==> src/rtl/point_projection_to_ndc_core_macros.svh <==
// assertion helpers for the projection core
`ifndef POINT_PROJECTION_TO_NDC_CORE_MACROS_SVH
`define POINT_PROJECTION_TO_NDC_CORE_MACROS_SVH
`define PPN_ASSERT_IMP(label, clk, rst_n, a, c, msg) \
	label: assert property (@(posedge clk) disable iff (!rst_n) (a) |-> (c)) else $error(msg);
`define PPN_ASSERT_NXT(label, clk, rst_n, a, c, msg) \
	label: assert property (@(posedge clk) disable iff (!rst_n) (a) |=> (c)) else $error(msg);
`endif

==> src/rtl/ppn_pkg.sv <==
package ppn_pkg;
	localparam int FB = 16;
	// dividend is clip << 16, 48 bits magnitude
	localparam int DW = 48;
	localparam int RW = DW + 1;
	localparam logic signed [31:0] Q_MAX = 32'sh7fffffff;
	localparam logic signed [31:0] Q_MIN = -32'sh7fffffff - 32'sd1;
	localparam logic [2:0] REG_COUNT = 3'd7;

	// one lane of the divider row: partial remainder, shifting dividend, quotient and sign
	typedef struct packed {
		logic [RW-1:0] rem;
		logic [DW-1:0] num;
		logic [DW-1:0] quo;
		logic          neg;
	} lane_t;

	typedef struct packed {
		logic          valid;
		logic [DW-1:0] den;
		logic          wz;
		logic          sat;
		lane_t [2:0]   lane;
	} word_t;

	function automatic logic signed [31:0] sat32(input logic signed [49:0] v,
		output logic s);
		s = 1'b0;
		if (v > 50'(Q_MAX)) begin
			s = 1'b1;
			return Q_MAX;
		end
		if (v < 50'(Q_MIN)) begin
			s = 1'b1;
			return Q_MIN;
		end
		return v[31:0];
	endfunction
endpackage

==> src/rtl/ppn_div_cell.sv <==
// one restoring-division step for three lanes sharing a divisor
module ppn_div_cell (
	input  logic            clk,
	input  logic            arst_n,
	input  ppn_pkg::word_t  d,
	output ppn_pkg::word_t  q
);
	ppn_pkg::word_t nxt;
	logic [ppn_pkg::RW-1:0] sh;
	logic [ppn_pkg::RW:0] diff;

	always_comb begin
		nxt = d;
		sh = '0;
		diff = '0;
		for (int i = 0; i < 3; i++) begin
			sh = {d.lane[i].rem[ppn_pkg::RW-2:0], d.lane[i].num[ppn_pkg::DW-1]};
			diff = {1'b0, sh} - {2'b00, d.den};
			nxt.lane[i].num = {d.lane[i].num[ppn_pkg::DW-2:0], 1'b0};
			if (!diff[ppn_pkg::RW]) begin
				nxt.lane[i].rem = diff[ppn_pkg::RW-1:0];
				nxt.lane[i].quo = {d.lane[i].quo[ppn_pkg::DW-2:0], 1'b1};
			end else begin
				nxt.lane[i].rem = sh;
				nxt.lane[i].quo = {d.lane[i].quo[ppn_pkg::DW-2:0], 1'b0};
			end
		end
	end

	always_ff @(posedge clk or negedge arst_n) begin
		if (!arst_n) begin
			q <= '0;
		end else begin
			q <= nxt;
		end
	end
endmodule

==> config.mk <==
export PLATFORM = sky130hd
export DESIGN_NAME = ppn_div_cell
export DESIGN_NICKNAME = d
export VERILOG_FILES = /design/src/rtl/point_projection_to_ndc_core_macros.svh /design/src/rtl/ppn_pkg.sv /design/src/rtl/ppn_div_cell.sv
export SDC_FILE = /design/constraint.sdc
export NUM_CORES = 1
export LEC_CHECK = 0
export ABC_AREA = 1
export BUFFER_PORTS_ARGS = -buffer_cell sky130_fd_sc_hd__buf_2
export CORE_AREA = 2 2 378 380
export DETAILED_ROUTE_END_ITERATION = 16
export DIE_AREA = 0 0 380 382
export HOLD_SLACK_MARGIN = 0.12
export PLACE_DENSITY = 0.46
export SETUP_SLACK_MARGIN = 0.15
export SLEW_MARGIN = 20
export SYNTH_ARGS = -nofsm -noshare
export SYNTH_HDL_FRONTEND = slang
export SYNTH_SLANG_ARGS = --single-unit
==> constraint.sdc <==
create_clock -name clk -period 0.8 [get_ports clk]
set_input_delay 0.04 -clock clk [delete_from_list [all_inputs] [get_ports clk]]
set_output_delay 0.04 -clock clk [all_outputs]
set_load 0.02 [all_outputs]
==> flow_summary.json <==
{
  "setup_viol": 636,
  "place_congestion": 0.956,
  "max_stage_delay_ns": 0.28,
  "drt_pre_antenna_iters": 5,
  "port_buffers": 970,
  "core-area_um2": 141000,
  "clkSinkCount": 486,
  "post-route-util": 0.383,
  "vias": 33900,
  "yosysUniqueCellTypes": 30,
  "fin_hold_ws_ns": -0.503,
  "synth_top_area_share": 0.447,
  "fin_ws_ns": -0.718,
  "gr-total-overflow": 0,
  "nFillCells": 14700,
  "crit_path_end_kind": "flip-flop",
  "vdd_drop_max_v": 0.00156,
  "finalHoldViolCount": 244,
  "finalMaxSlewViolations": 0,
  "hold_end": "q[486]",
  "synthSimpleGateAreaFrac": 0.320,
  "routed_wl_mm": 205,
  "die_width_um": 380,
  "max_freq_mhz": 659,
  "critical_path.cell_chain": "buf_8 > clkinvlp_4 > buf_12 > buf_12 > ha_4 > nand2_4 > nor2_4 > inv_2 > nor2_4 > nand2_2 > nor3_4 > nand2_4 > nand3_4 > buf_12 > buf_12 > nand3_1 > nand2_1",
  "synth_xor_xnor_area_share": 0.0238,
  "grt_max_degree": 66,
  "hold_class": "in -> reg",
  "cap_violations": 0,
  "synth_area_um2": 27200,
  "min_period_ns": 1.52,
  "power.leakage_nw": 28.7,
  "synth_compound_area_frac": 0.0204,
  "fp.dieH_um": 382,
  "power_frac_comb": 0.364,
  "largest_reg_flops": 486,
  "tns_ns": -316.25,
  "power_density_nw_per_um2": 1750,
  "drc": 0,
  "place_hpwl_mm": 171,
  "worstPathMaxFanout": 8,
  "start_util": 0.193,
  "placed_area_um2": 40700,
  "path_class": "in -> reg",
  "mostFrequentLayoutCell": "nand2_1",
  "clk_pin_slew_ns": 0.06,
  "syn_inst": 3832,
  "dp_cells": 7394,
  "finalNonFillerCells": 8152,
  "yosys_warnings": 0,
  "status": "complete, but fails checks",
  "hp-start": "d[486]",
  "crit_arrival_ns": 2.11,
  "layout-drive-gt1-share": 0.439,
  "grt_pass1_wl_mm": 275,
  "drt_iter0_drc": 1831,
  "area_growth_pct": 98.4,
  "pwr-share-seq": 0.299,
  "synth_adder_area_share": 0.0685,
  "crit_path_start": "d[472]",
  "cts_buffers": 66,
  "die_area_um2": 145000,
  "violations": "hold timing, setup timing",
  "final_cell_mix": "1326 x nand2_1, 910 x buf_2, 718 x inv_1, 707 x buf_4, 500 x dlygate4sd3_1",
  "switching_share": 0.363,
  "synth_seq_cells": 486,
  "cp_slowest_cell": "ha_4",
  "p_clk_frac": 0.337,
  "rsz0062_at_grt": "true",
  "seq_area_frac_synth": 0.447,
  "syn_avg_cell_area_um2": 7.09,
  "internal-power_mw": 60.0,
  "final_antenna_net_count": 0,
  "cts_root_buf": "clkbuf_16",
  "num_io_pins": 980,
  "cp_common_cell": "buf_12",
  "via_per_inst": 4.15,
  "regMostFlops": "q",
  "synth_top_family_by_area": "simple AND/OR/NAND/NOR gates",
  "worstPathRequired_ns": 1.39,
  "track_usage": 0.274,
  "yosysTopAreaCell": "dfrtp_1",
  "dp_slack_ns": -1.76,
  "layout.nets": 6818,
  "period_share": 1.90,
  "num_rows": 138,
  "power_switching_mw": 34.3,
  "grt_pass1_vias": 34500,
  "ctsLongestPathBuffers": 3,
  "p_total_mw": 94.3,
  "reg_top3": "q x486",
  "muxShareOfSynthArea": 0,
  "htreeDepth": 3,
  "cts_tree": "yes",
  "wl_per_cell_um": 25.2,
  "whs_path_depth": 1,
  "design_area_um2": 53900,
  "yosys-top-cells-area": "dfrtp_1 45%, nand2_1 22%, inv_1 11%, ha_1 6.6%, nor2_1 3.8%",
  "antenna_found_initial": 69,
  "crit_path_start_kind": "input port"
}
[cells in the mapped netlist]
| cell | n |
|---|---|
| dfrtp_1 | 486 |
| buf_4 | 3 |
| xnor2_1 | 2 |
| o21bai_1 | 3 |
| nand2_1 | 1619 |
| fa_1 | 3 |
| inv_2 | 8 |
| ha_1 | 144 |
| conb_1 | 1 |
| nand3_2 | 6 |
| buf_6 | 12 |
| nand2_2 | 1 |
| nor2_1 | 272 |
| inv_1 | 793 |
| a21boi_1 | 1 |
| o21ai_0 | 20 |
| a21oi_1 | 78 |
| or2_2 | 4 |
| a21oi_2 | 3 |
| and2_1 | 11 |
| nand3b_1 | 9 |
| nor2_2 | 2 |
| nand4_1 | 39 |
| xor2_1 | 72 |
| and3_1 | 1 |
| a21boi_0 | 1 |
| nor3_1 | 17 |
| nor4_1 | 6 |
| nand3_1 | 197 |
| buf_2 | 18 |
[cell type report]
class | count | area (um2) | share of cell area
multi-input combinational | 2514 | 15700 | 0.291
timing repair buffer | 2310 | 18200 | 0.337
tap | 1890 | 2360 | 0.0439
antenna | 29 | 72.6 | 0.00135
clock buffer | 81 | 1830 | 0.0339
clock inverter | 40 | 488 | 0.00905
sequential | 486 | 12200 | 0.226
timing repair inverter | 1 | 20.0 | 0.000371
inverter | 801 | 3110 | 0.0576
[routing by layer]
layer  up-vias  share of wire  GRT usage
met5         -         0.0014          0
met4        44          0.061      0.133
met3       345          0.058     0.0618
met2      1143           0.47      0.466
met1     16200           0.41      0.327
li1      16100              -          -
[logic make-up (layout without fill, tap and decap cells)]
logic type | Yosys count | after routing
and+or+nand+nor | 2184 | 2184
other | 1 | 32
xor gates and xnor gates | 74 | 74
AOI/OAI and AO/OA | 106 | 106
buffers and inverters | 834 | 3233
DFF | 486 | 486
adders and majority gates | 147 | 147
[what timing repair did]
| item | in CTS | in global routing |
|---|---|---|
| cloned | 14 | 3 |
| setup buffers | 73 | 13 |
| hold buffers | 481 | 24 |
| endpoints found under the setup margin | 636 | 737 |
| pin swaps | 124 | 117 |
| hold endpoints to repair | 969 | 678 |
| gates resized for setup | 706 | 385 |
[critical path: cells and delay by family]
kind	cells	cell delay, ns
and+or+nand+nor	9	0.97
buffers and inverters	7	0.80
adders and majority gates	1	0.28
[how the worst max path moves through the flow]
stage | to
after floorplan | q[142]
after global placement | q[285]
after detailed placement | q[243]
after CTS | q[139]
after global routing | q[261]
final | q[139]
[power by group through the flow]
stage | Combinational, mW | Clock [mW] | Sequential [mW]
after floorplan | 8.73 | 0 | 31.0
after global placement | 27.1 | 0 | 28.7
after detailed placement | 27.1 | 0 | 28.5
after CTS | 32.8 | 32.6 | 28.2
after global routing | 36.5 | 33.6 | 28.4
final | 34.3 | 31.7 | 28.2
No activity file was read; power rests on OpenSTA's default activity.
